===== config.mk =====
export PLATFORM = sky130hd
export DESIGN_NAME = sha256_byte_stream_hasher
export DESIGN_NICKNAME = d
export VERILOG_FILES = /design/src/rtl/sbsh_pkg.sv /design/src/rtl/sha256_byte_stream_hasher.sv
export VERILOG_INCLUDE_DIRS = /design/src /design/src/rtl
export SDC_FILE = /design/constraint.sdc
export NUM_CORES = 2
export LEC_CHECK = 0
export ABC_AREA = 1
export BUFFER_PORTS_ARGS = -buffer_cell sky130_fd_sc_hd__clkbuf_2
export CAP_MARGIN = 20
export CORE_ASPECT_RATIO = 1.1
export CORE_UTILIZATION = 25
export DETAILED_ROUTE_END_ITERATION = 7
export GPL_ROUTABILITY_DRIVEN = 1
export PLACE_DENSITY = 0.39
export SYNTH_ARGS = -nofsm -noshare
export SYNTH_HDL_FRONTEND = slang
export SYNTH_SLANG_ARGS = --single-unit

===== constraint.sdc =====
create_clock -name clk -period 20.4 [get_ports clk]
set_input_delay 3.06 -clock clk [delete_from_list [all_inputs] [get_ports clk]]
set_output_delay 3.06 -clock clk [all_outputs]
set_load 0.03 [all_outputs]

===== src/rtl/assert_macros.svh =====
// ---------------------------------------------------------------------------
// Assertion macros
// Shared concurrent assertion helpers, clocked on clk and disabled in reset.
// ---------------------------------------------------------------------------
`ifndef ASSERT_MACROS_SVH
`define ASSERT_MACROS_SVH

// The consequent must hold in the same cycle as the antecedent.
`define ASSERT_SAME(label, ante, cons, msg) \
  label: assert property (@(posedge clk) disable iff (rst) (ante) |-> (cons)) \
    else $error(msg);

// The consequent must hold in the cycle after the antecedent.
`define ASSERT_NEXT(label, ante, cons, msg) \
  label: assert property (@(posedge clk) disable iff (rst) (ante) |=> (cons)) \
    else $error(msg);

`endif


===== src/rtl/sbsh_pkg.sv =====
// ---------------------------------------------------------------------------
// SHA-256 hasher package
// State encoding, round constants, initial hash words and round functions.
// ---------------------------------------------------------------------------
`default_nettype none

package sbsh_pkg;

  typedef enum logic [2:0] {
    ST_IDLE,
    ST_PAD,
    ST_ROUND,
    ST_ADD,
    ST_OUT
  } sbsh_state_t;

  localparam logic [31:0] INIT_IV [8] = '{
    32'h6a09e667, 32'hbb67ae85, 32'h3c6ef372, 32'ha54ff53a,
    32'h510e527f, 32'h9b05688c, 32'h1f83d9ab, 32'h5be0cd19
  };

  localparam logic [31:0] ROUND_K [64] = '{
    32'h428a2f98, 32'h71374491, 32'hb5c0fbcf, 32'he9b5dba5,
    32'h3956c25b, 32'h59f111f1, 32'h923f82a4, 32'hab1c5ed5,
    32'hd807aa98, 32'h12835b01, 32'h243185be, 32'h550c7dc3,
    32'h72be5d74, 32'h80deb1fe, 32'h9bdc06a7, 32'hc19bf174,
    32'he49b69c1, 32'hefbe4786, 32'h0fc19dc6, 32'h240ca1cc,
    32'h2de92c6f, 32'h4a7484aa, 32'h5cb0a9dc, 32'h76f988da,
    32'h983e5152, 32'ha831c66d, 32'hb00327c8, 32'hbf597fc7,
    32'hc6e00bf3, 32'hd5a79147, 32'h06ca6351, 32'h14292967,
    32'h27b70a85, 32'h2e1b2138, 32'h4d2c6dfc, 32'h53380d13,
    32'h650a7354, 32'h766a0abb, 32'h81c2c92e, 32'h92722c85,
    32'ha2bfe8a1, 32'ha81a664b, 32'hc24b8b70, 32'hc76c51a3,
    32'hd192e819, 32'hd6990624, 32'hf40e3585, 32'h106aa070,
    32'h19a4c116, 32'h1e376c08, 32'h2748774c, 32'h34b0bcb5,
    32'h391c0cb3, 32'h4ed8aa4a, 32'h5b9cca4f, 32'h682e6ff3,
    32'h748f82ee, 32'h78a5636f, 32'h84c87814, 32'h8cc70208,
    32'h90befffa, 32'ha4506ceb, 32'hbef9a3f7, 32'hc67178f2
  };

  localparam logic [7:0] PAD_MARK = 8'h80;

  function automatic logic [31:0] big_sigma0(input logic [31:0] x);
    return {x[1:0], x[31:2]} ^ {x[12:0], x[31:13]} ^ {x[21:0], x[31:22]};
  endfunction

  function automatic logic [31:0] big_sigma1(input logic [31:0] x);
    return {x[5:0], x[31:6]} ^ {x[10:0], x[31:11]} ^ {x[24:0], x[31:25]};
  endfunction

  function automatic logic [31:0] small_sigma0(input logic [31:0] x);
    return {x[6:0], x[31:7]} ^ {x[17:0], x[31:18]} ^ {3'b000, x[31:3]};
  endfunction

  function automatic logic [31:0] small_sigma1(input logic [31:0] x);
    return {x[16:0], x[31:17]} ^ {x[18:0], x[31:19]} ^ {10'b0, x[31:10]};
  endfunction

  function automatic logic [31:0] choose(input logic [31:0] e, input logic [31:0] f,
                                         input logic [31:0] g);
    return (e & f) ^ (~e & g);
  endfunction

  function automatic logic [31:0] majority(input logic [31:0] a, input logic [31:0] b,
                                           input logic [31:0] c);
    return (a & b) ^ (a & c) ^ (b & c);
  endfunction

endpackage

`default_nettype wire


===== src/rtl/sha256_byte_stream_hasher.sv =====
// ---------------------------------------------------------------------------
// SHA-256 byte stream hasher
// Packs message bytes into a 512-bit block and compresses it one round per
// cycle with a shared round unit, then pads and returns the eight digest words.
// ---------------------------------------------------------------------------
// Usage: message words enter on the msg channel (data_byte, byte_valid,
// end_of_message) with msg_valid and msg_ready. A word with byte_valid set
// adds one byte; end_of_message marks the final word, and a final word with
// byte_valid clear ends the message before it. A word with both flags clear
// is dropped. After a plain byte msg_ready stays high. The byte that fills a
// block holds msg_ready low through the 64 rounds in the round unit and the
// add into the chaining value. After the final word the block feeds the
// padding through the same byte path, one byte a cycle, up to the end of the
// block, then compresses it; when fewer than nine bytes remained, a second
// padded block follows, padded and compressed the same way.
// The digest then leaves on the digest channel as eight words, word 0 first,
// one per cycle while digest_ready is high; a stalled receiver holds the
// current word and no new message word is taken until word 7 is delivered.
// The APB port holds the eight initial hash words, sampled at the start of
// each message. Reset restores the standard initial words and idles the block.
// ---------------------------------------------------------------------------
`default_nettype none

module sha256_byte_stream_hasher #(
  parameter int LENGTH_BITS = 64
) (
  input  wire  logic        clk,
  input  wire  logic        rst,
  input  wire  logic        msg_valid,
  output logic              msg_ready,
  input  wire  logic [7:0]  data_byte,
  input  wire  logic        byte_valid,
  input  wire  logic        end_of_message,
  output logic              digest_valid,
  input  wire  logic        digest_ready,
  output logic [31:0]       digest_word,
  output logic [2:0]        word_number,
  output logic              final_word,
  input  wire  logic        psel,
  input  wire  logic        penable,
  input  wire  logic        pwrite,
  input  wire  logic [4:0]  paddr,
  input  wire  logic [31:0] pwdata,
  output logic [31:0]       prdata,
  output logic              pready
);

  import sbsh_pkg::*;

  sbsh_state_t            state;
  sbsh_state_t            state_next;
  logic [31:0]            init_word [8];
  logic [31:0]            chain [8];
  logic [31:0]            work [8];
  logic [511:0]           block;
  logic [LENGTH_BITS-1:0] bit_length;
  logic [6:0]             fill;
  logic [5:0]             round_count;
  logic [2:0]             word_idx;
  logic                   msg_active;
  logic                   in_pad;
  logic                   sent_mark;
  logic                   pad_final;

  logic                   msg_take;
  logic                   item_used;
  logic                   digest_take;
  logic [7:0]             pad_byte;
  logic [63:0]            len_field;
  logic [2:0]             len_idx;
  logic [31:0]            w0;
  logic [31:0]            w1;
  logic [31:0]            w9;
  logic [31:0]            w14;
  logic [31:0]            w_new;
  logic [31:0]            t1;
  logic [31:0]            t2;

  assign pready      = 1'b1;
  assign prdata      = init_word[paddr[4:2]];
  assign msg_take    = msg_valid && msg_ready;
  assign item_used   = msg_take && (byte_valid || end_of_message);
  assign digest_take = digest_valid && digest_ready;

  assign digest_word = chain[word_idx];
  assign word_number = word_idx;
  assign final_word  = (word_idx == 3'd7);

  assign len_field = 64'(bit_length);
  assign len_idx   = ~fill[2:0];

  assign w0  = block[511:480];
  assign w1  = block[479:448];
  assign w9  = block[223:192];
  assign w14 = block[63:32];

  assign w_new = small_sigma1(w14) + w9 + small_sigma0(w1) + w0;
  assign t1    = work[7] + big_sigma1(work[4]) + choose(work[4], work[5], work[6]) +
                 ROUND_K[round_count] + w0;
  assign t2    = big_sigma0(work[0]) + majority(work[0], work[1], work[2]);

  always_comb begin
    msg_ready    = (state == ST_IDLE);
    digest_valid = (state == ST_OUT);
    if (!sent_mark) begin
      pad_byte = PAD_MARK;
    end else if (pad_final && (fill >= 7'd56)) begin
      pad_byte = len_field[{len_idx, 3'b000} +: 8];
    end else begin
      pad_byte = 8'h00;
    end
  end

  always_comb begin
    state_next = state;
    unique case (state)
      ST_IDLE: begin
        if (item_used) begin
          if (byte_valid && (fill == 7'd63)) begin
            state_next = ST_ROUND;
          end else if (end_of_message) begin
            state_next = ST_PAD;
          end
        end
      end
      ST_PAD: begin
        if (fill == 7'd63) begin
          state_next = ST_ROUND;
        end
      end
      ST_ROUND: begin
        if (round_count == 6'd63) begin
          state_next = ST_ADD;
        end
      end
      ST_ADD: begin
        if (!in_pad) begin
          state_next = ST_IDLE;
        end else if (sent_mark && pad_final) begin
          state_next = ST_OUT;
        end else begin
          state_next = ST_PAD;
        end
      end
      ST_OUT: begin
        if (digest_take && (word_idx == 3'd7)) begin
          state_next = ST_IDLE;
        end
      end
      default: state_next = ST_IDLE;
    endcase
  end

  always_ff @(posedge clk) begin
    if (rst) begin
      state <= ST_IDLE;
    end else begin
      state <= state_next;
    end
  end

  always_ff @(posedge clk) begin
    if (rst) begin
      for (int i = 0; i < 8; i++) begin
        init_word[i] <= INIT_IV[i];
      end
    end else if (psel && penable && pwrite && pready) begin
      init_word[paddr[4:2]] <= pwdata;
    end
  end

  always_ff @(posedge clk) begin
    if (rst) begin
      bit_length  <= '0;
      fill        <= '0;
      round_count <= '0;
      word_idx    <= '0;
      msg_active  <= 1'b0;
      in_pad      <= 1'b0;
      sent_mark   <= 1'b0;
      pad_final   <= 1'b0;
    end else begin
      case (state)
        ST_IDLE: begin
          if (item_used) begin
            if (!msg_active) begin
              msg_active <= 1'b1;
            end
            if (byte_valid) begin
              bit_length <= bit_length + LENGTH_BITS'(8);
              if (fill == 7'd63) begin
                fill        <= '0;
                round_count <= '0;
              end else begin
                fill <= fill + 7'd1;
              end
            end
            if (end_of_message) begin
              in_pad    <= 1'b1;
              sent_mark <= 1'b0;
              pad_final <= 1'b0;
            end
          end
        end
        ST_PAD: begin
          if (!sent_mark) begin
            sent_mark <= 1'b1;
            pad_final <= (fill <= 7'd55);
          end
          if (fill == 7'd63) begin
            fill        <= '0;
            round_count <= '0;
          end else begin
            fill <= fill + 7'd1;
          end
        end
        ST_ROUND: begin
          round_count <= round_count + 6'd1;
        end
        ST_ADD: begin
          if (in_pad && sent_mark) begin
            pad_final <= 1'b1;
            word_idx  <= '0;
          end
        end
        ST_OUT: begin
          if (digest_take) begin
            word_idx <= word_idx + 3'd1;
            if (word_idx == 3'd7) begin
              msg_active <= 1'b0;
              in_pad     <= 1'b0;
              bit_length <= '0;
              fill       <= '0;
            end
          end
        end
        default: ;
      endcase
    end
  end

  always_ff @(posedge clk) begin
    case (state)
      ST_IDLE: begin
        if (item_used) begin
          if (!msg_active) begin
            for (int i = 0; i < 8; i++) begin
              chain[i] <= init_word[i];
            end
          end
          if (byte_valid) begin
            block <= {block[503:0], data_byte};
            if (fill == 7'd63) begin
              for (int i = 0; i < 8; i++) begin
                work[i] <= chain[i];
              end
            end
          end
        end
      end
      ST_PAD: begin
        block <= {block[503:0], pad_byte};
        if (fill == 7'd63) begin
          for (int i = 0; i < 8; i++) begin
            work[i] <= chain[i];
          end
        end
      end
      ST_ROUND: begin
        block   <= {block[479:0], w_new};
        work[7] <= work[6];
        work[6] <= work[5];
        work[5] <= work[4];
        work[4] <= work[3] + t1;
        work[3] <= work[2];
        work[2] <= work[1];
        work[1] <= work[0];
        work[0] <= t1 + t2;
      end
      ST_ADD: begin
        for (int i = 0; i < 8; i++) begin
          chain[i] <= chain[i] + work[i];
        end
      end
      default: ;
    endcase
  end

`include "assert_macros.svh"

  `ASSERT_NEXT(a_round_to_add, (state == ST_ROUND) && (round_count == 6'd63), state == ST_ADD, "Round sequence did not end in the add step.")
  `ASSERT_NEXT(a_full_block, item_used && byte_valid && (fill == 7'd63), (state == ST_ROUND) && (round_count == 6'd0), "Full block did not start compression.")
  `ASSERT_SAME(a_digest_blocks_input, digest_valid, !msg_ready && in_pad && pad_final, "Digest shown while input is open.")
  `ASSERT_NEXT(a_block_only_return, (state == ST_ADD) && !in_pad, (state == ST_IDLE) && msg_active, "Mid-message block did not return to idle.")

endmodule

`default_nettype wire


## Word level (Yosys, flattened, before mapping)

Memories as Yosys holds them, arrays and structs flattened. A register that Yosys moved wholly into a read port is not among the register bits.
Index checks and enable logic that the tools add are counted.

| cells by class | value |
|---|---|
| bitwise logic cells | 43 |
| reduce and logical (&&, ||, !) cells | 28 |
| muxes and demuxes | 96 |
| shift operators | 1 |
| magnitude comparators | 3 |
| add/subtract/negate cells | 22 |
| equality and inequality tests | 18 |

Operators with widths:

| kind | count |
|---|---|
| one-hot mux 512 bit (3 select lines) | 1 |
| two-way mux 512 bit | 2 |
| two-way mux 32 bit | 27 |
| adder 32 bit | 18 |
| bitwise XOR 32 bit | 9 |
| two-way mux 64 bit | 4 |
| AND 32 bit | 5 |
| one-hot mux 64 bit (2 select lines) | 1 |
| adder 64 x 4 -> 64 bit, second input constant | 1 |
| variable part select 64 x 7 -> 8 bit | 1 |
| two-way mux 3 bit | 13 |
| two-way mux 7 bit | 5 |
| NOT 32 bit | 1 |
| OR reduction 32 bit | 1 |
| bitwise XOR 32 x 22 -> 32 bit | 1 |
| bitwise XOR 32 x 29 -> 32 bit | 1 |
| two-way mux 1 bit | 30 |
| AND reduction 5 bit | 5 |
| OR 1 bit | 24 |
| one-hot mux 7 bit (3 select lines) | 1 |
| two-way mux 6 bit | 3 |
| one-hot mux 6 bit (3 select lines) | 1 |
| two-way mux 8 bit | 2 |
| one-hot mux 3 bit (5 select lines) | 1 |
| other kinds (26) | 53 |

| word-level totals | value |
|---|---|
| bits in read-only memories | 2048 |
| bits in writable memories | 768 |
| memories | 4 |
| bits in registers | 599 |

Memory list:

| name | depth | width | rd ports | clocked after memory_dff | write ports | RTL line | text |
|---|---|---|---|---|---|---|---|
| (name not given) | 64 | 32 | 1 | 0 | 0 | sha256_byte_stream_hasher.sv:99 | `ROUND_K[round_count] + w0;` |
| chain | 8 | 32 | 9 | 1 | 8 | sha256_byte_stream_hasher.sv:53 | `logic [31:0] chain [8];` |
| init_word | 8 | 32 | 9 | 0 | 8 | sha256_byte_stream_hasher.sv:52 | `logic [31:0] init_word [8];` |
| work | 8 | 32 | 8 | 0 | 8 | sha256_byte_stream_hasher.sv:54 | `logic [31:0] work [8];` |

## Longest topological paths before layout

An unclocked memory read counts as a cell.

| logic depth | value |
|---|---|
| depth in word-level cells | 9 |
| gate-level depth with buffers | 43 |
| gate-level depth less buffers | 42 |

## Worst setup path after synthesis

Ideal clock, no wire load.

| path | value |
|---|---|
| kind | input port to flip-flop |
| start | in msg_valid |
| end | reg round_count[5] |
| buffers on the path | 0 |
| stages on the path | 10 |
| data required time | 20.311 ns |
| setup time | 0.089 ns |
| arrival time | 18.953 ns |
| setup slack | 1.358 ns |
| cell sequence | inv_1 nor2_2 nand2_1 nand2_1 o21ai_2 inv_2 nand2_1 nor3_2 a21oi_1 a211oi_1 |

| on the way | value |
|---|---|
| cells in the longest elaborated chain, start to end | 4 |

RTL lines:

| what | RTL line | text |
|---|---|---|
| start: declaration | sha256_byte_stream_hasher.sv:29 | `input wire logic msg_valid,` |
| logical AND 1 bit | sha256_byte_stream_hasher.sv:81 | `assign msg_take = msg_valid && msg_ready;` |
| logical AND 1 bit | sha256_byte_stream_hasher.sv:82 | `assign item_used = msg_take && (byte_valid \|\| end_of_message);` |
| inequality test 2 x 1 -> 1 bit (no line) | -- |  |
| AND reduction 3 bit (no line) | -- |  |
| end signal: assignment | sha256_byte_stream_hasher.sv:218 | `round_count <= round_count + 6'd1;` |
| end: declaration | sha256_byte_stream_hasher.sv:58 | `logic [5:0] round_count;` |

Every way passes these cells.
A chain may end at the register's enable or synchronous reset.

==> flow_metrics.py <==
metrics = {
    "global_routing": {
        "grt_pass1_vias": 81300,
        "grt_first_pass_wirelength_um": 641000,
        "grt.overflow.total": 0,
        "grt_start_max_net_pins": 233,
        "grt_antenna_before_repair": 45,
        "grt_util_all_layers_pct": 23.9,
    },
    "logic_synthesis": {
        "yosys_register_bits": 1367,
        "syn_area_mm2": 0.0937,
        "synth.yosys.seq_area_share_pct": 42.9,
        "synth_fp_nets": 12400,
        "post_synth_edffs": 1280,
        "post_synth_inst_count": 11700,
        "postSynthAreaPerCell_um2": 8.00,
        "dominant_synthesized_flop_cell": "sky130_fd_sc_hd__edfxtp_1",
        "ys_types": 73,
        "synth-async-reset-ratio_pct": 0,
        "yosys_warnings": 0,
    },
    "clocking": {
        "post_cts_resize_count": 0,
        "clock-sinks": 1367,
        "path_clk_slew_ps": 70,
        "clock_tree.htree_level_count": 4,
        "cts_tree": "done",
        "clock_tree.buffer_depth": 4,
        "cts.repair_timing.setup_buffer_count": 0,
        "cts_hold_buffers": 0,
        "cts-root-buf": "sky130_fd_sc_hd__clkbuf_16",
        "worst_skew_pair.late_latency_ps": 930,
        "cts_inserted_buffers": 178,
    },
    "timing": {
        "worst_slew_pin_slew_ps": 1320,
        "final_min_period_over_clock_period_pct": 48.8,
        "final-setup-viol-count": 0,
        "achievable-frequency_ghz": 0.100,
        "fin_worst_skew_ps": 73.3,
        "final.setup.tns_ps": 0,
        "hold_viol": 0,
        "max-slew-margin-rel_pct": 12.3,
        "unrepaired_setup_endpoints_after_global_routing": "no",
        "timing.final.crit_period_ps": 9950,
        "maxSlewViolCount": 0,
    },
    "die": {
        "floorplan.core_area_mm2": 0.373,
        "start_util_pct": 25.1,
        "design.die.area_mm2": 0.377,
        "num_rows": 235,
        "top_level_ports": 125,
        "die_height_um": 644,
        "die_w_um": 586,
    },
    "finish": {
        "finish.net_count": 12300,
        "drive_above_1_share_pct": 5.59,
        "post-route-cell-area_mm2": 0.105,
        "fillCellCount": 40600,
        "area_delta_synth_final_pct": 12.4,
    },
    "min_path": {
        "hold_start": "fill[4]",
        "min_path_cells": 2,
        "min_delay_worst_endpoint": "fill[4]",
        "hold_path.class": "reg -> reg",
    },
    "critical_path": {
        "critPathMostFrequentCell": "sky130_fd_sc_hd__nand2_1",
        "worst_path_dominant_cell_family": "adder cells",
        "timing.critical_path.arrival_ps": 10560,
        "crit_type": "reg -> reg",
        "cell_with_the_largest_stage_delay_on_the_worst_path": "sky130_fd_sc_hd__xor2_1",
        "critPathBufInv": 8,
        "worstReg2RegStart": "round_count[1]",
        "worstSetupEndpointType": "flip-flop",
        "rr_worst_depth": 38,
        "worst_setup_path_startpoint": "round_count[1]",
        "worst-path-max-fanout": 14,
        "critical-path-max-stage-delay_ps": 740,
        "cp_data_required_time_ps": 21010,
        "reg_to_reg_endpoint": "work[0][31]",
        "worstSetupStartpointType": "flip-flop",
        "reg2reg_setup_slack_ps": 10450,
    },
    "drt": {
        "route.vias.total": 84100,
        "routedWlPerCell_um": 27.6,
        "initialDrtViolationCount": 9619,
        "via_per_inst": 5.02,
        "antenna_left": 0,
        "drt_pre_antenna_iters": 8,
        "drt-total-wl_um": 464000,
        "drc": 0,
    },
    "power": {
        "leakage_power_of_the_design_nw": 43.2,
        "worst_ir_drop_vdd_mv": 0.136,
        "p_per_area_mw_per_mm2": 93.7,
    },
    "placement": {
        "placement.cell_area_mm2": 0.0996,
        "dp_hpwl_um": 368000,
        "placement.io_buffers": 121,
        "finalWeightedCongestion": 0.991,
    },
    "flow_run": {
        "timing.max_cap.violations": 0,
    },
    "outcome": {
        "result_of_the_run": "finished, final reports clean",
    },
}
==> cells in the mapped netlist, drive strengths merged, types with 92 or more instances <==
| master | n | share of area [%] |
|---|---|---|
| nand2 | 3498 | 14 |
| inv | 1374 | 5.5 |
| edfxtp | 1280 | 41 |
| o21ai | 1084 | 5.8 |
| nor2 | 847 | 3.4 |
| a21oi | 598 | 3.2 |
| nand3 | 481 | 2.6 |
| ha | 398 | 5.3 |
| clkbuf | 371 | 1.5 |
| xor2 | 218 | 2.0 |
| xnor2 | 206 | 1.9 |
| fa | 195 | 4.2 |
| nand4 | 143 | 0.99 |
| nor3 | 140 | 0.80 |
| buf | 108 | 0.56 |
| a31oi | 92 | 0.61 |
==> worst register-to-register path: cells and delay by family, from the launching register on <==
family / cells / cell delay [ps]
AND/OR/NAND/NOR: 17 / 2520
flip-flops: 1 / 310
adder cells (fa/ha/maj): 6 / 3020
XOR/XNOR: 1 / 740
AO/OA/AOI/OAI: 6 / 1720
buffers and inverters: 8 / 1360
==> how the worst max path moves through the flow <==
stage | slack (ps) | depth (start not counted) | to
4_1_cts | 10410 | 41 | work[0][31]
3_3_place_gp | 10340 | 41 | work[0][31]
3_5_place_dp | 10570 | 41 | work[0][31]
2_1_floorplan | 1360 | 10 | round_count[5]
6_report | 10450 | 38 | work[0][31]
5_1_grt | 9960 | 41 | work[0][31]
==> sequential cells by signal (all words and copies together) (netlist names), named ones only <==
name / cells
in_pad: 1
work: 256
pad_final: 1
bit_length: 61
chain: 256
block: 512
fill: 7
init_word: 256
word_number: 3
round_count: 6
state: 3
msg_active: 1
sent_mark: 1
==> power breakdown <==
part | leakage (nW) | internal [W] | switching (W) | total (W)
Sequential | 12.8 | 0.00330 | 0.000195 | 0.00350
Combinational | 27.7 | 0.000953 | 0.00224 | 0.00319
Clock | 2.74 | 0.00177 | 0.00140 | 0.00317
==> through the flow <==
step	hold slack, ps	power (W)	setup slack (ps)	instances	utilization [%]
6_report	483	0.00986	10450	16800	28.3
5_1_grt	516	0.0103	9960	16800	28.2
4_1_cts	487	0.00992	10410	16800	28.2
3_5_place_dp	477	0.00672	10570	16400	26.7
3_3_place_gp	471	0.00676	10340	16400	26.7
2_1_floorplan	447	0.00553	1360	11700	-
==> layout by cell type (no fill, tap or decap), types with 18 or more instances in the layout <==
cell	instances
sky130_fd_sc_hd__a21boi_0	33
sky130_fd_sc_hd__a21o_1	40
sky130_fd_sc_hd__a21oi_1	596
sky130_fd_sc_hd__a221oi_1	38
sky130_fd_sc_hd__a22oi_1	30
sky130_fd_sc_hd__a31oi_1	92
sky130_fd_sc_hd__buf_4	111
sky130_fd_sc_hd__clkbuf_1	29
sky130_fd_sc_hd__clkbuf_16	178
sky130_fd_sc_hd__clkbuf_2	121
sky130_fd_sc_hd__clkinv_1	36
sky130_fd_sc_hd__clkinv_2	38
sky130_fd_sc_hd__dfxtp_1	84
sky130_fd_sc_hd__diode_2	22
sky130_fd_sc_hd__edfxtp_1	1280
sky130_fd_sc_hd__fa_1	195
sky130_fd_sc_hd__ha_1	398
sky130_fd_sc_hd__inv_1	1351
sky130_fd_sc_hd__inv_2	19
sky130_fd_sc_hd__nand2_1	3492
sky130_fd_sc_hd__nand3_1	480
sky130_fd_sc_hd__nand3b_1	27
sky130_fd_sc_hd__nand4_1	140
sky130_fd_sc_hd__nor2_1	832
sky130_fd_sc_hd__nor3_1	128
sky130_fd_sc_hd__nor4_1	24
sky130_fd_sc_hd__o211ai_1	70
sky130_fd_sc_hd__o21a_1	24
sky130_fd_sc_hd__o21ai_0	1060
sky130_fd_sc_hd__o21ai_1	21
sky130_fd_sc_hd__o21bai_1	47
sky130_fd_sc_hd__o221ai_1	18
sky130_fd_sc_hd__o22ai_1	46
sky130_fd_sc_hd__or2_2	79
sky130_fd_sc_hd__xnor2_1	206
sky130_fd_sc_hd__xor2_1	218
==> cell families after synthesis <==
logic type               after synthesis  share of synthesized area [%]
flip-flops                          1367                           42.9
AND/OR/NAND/NOR                     5269                           23.0
adder cells (fa/ha/maj)              594                           9.49
XOR/XNOR                             424                           3.96
AO/OA/AOI/OAI                       2191                           13.1
buffers and inverters               1857                           7.57
other                                  1                        0.00400
==> final cells by class <==
type                    count  area (um2)  share of cell area (%)
inverters                1378        5190                    4.94
diodes                     22        55.1                  0.0523
flip-flops and latches   1367       40200                    38.2
repair buffers            237        1550                    1.47
clock inverters           105         921                   0.875
well taps                4977        6230                    5.92
clock buffers             214        4660                    4.43
multi-input cells        8479       46500                    44.1
==> metal layers <==
| metal | share of wire [%] | global-route usage [%] |
|---|---|---|
| met4 | 4.4 | 8.93 |
| met3 | 6.6 | 3.42 |
| met1 | 44 | 32.9 |
| met5 | 0.0088 | 0 |
| met2 | 45 | 37.8 |
Note: power is estimated with default switching activity, not from simulation.
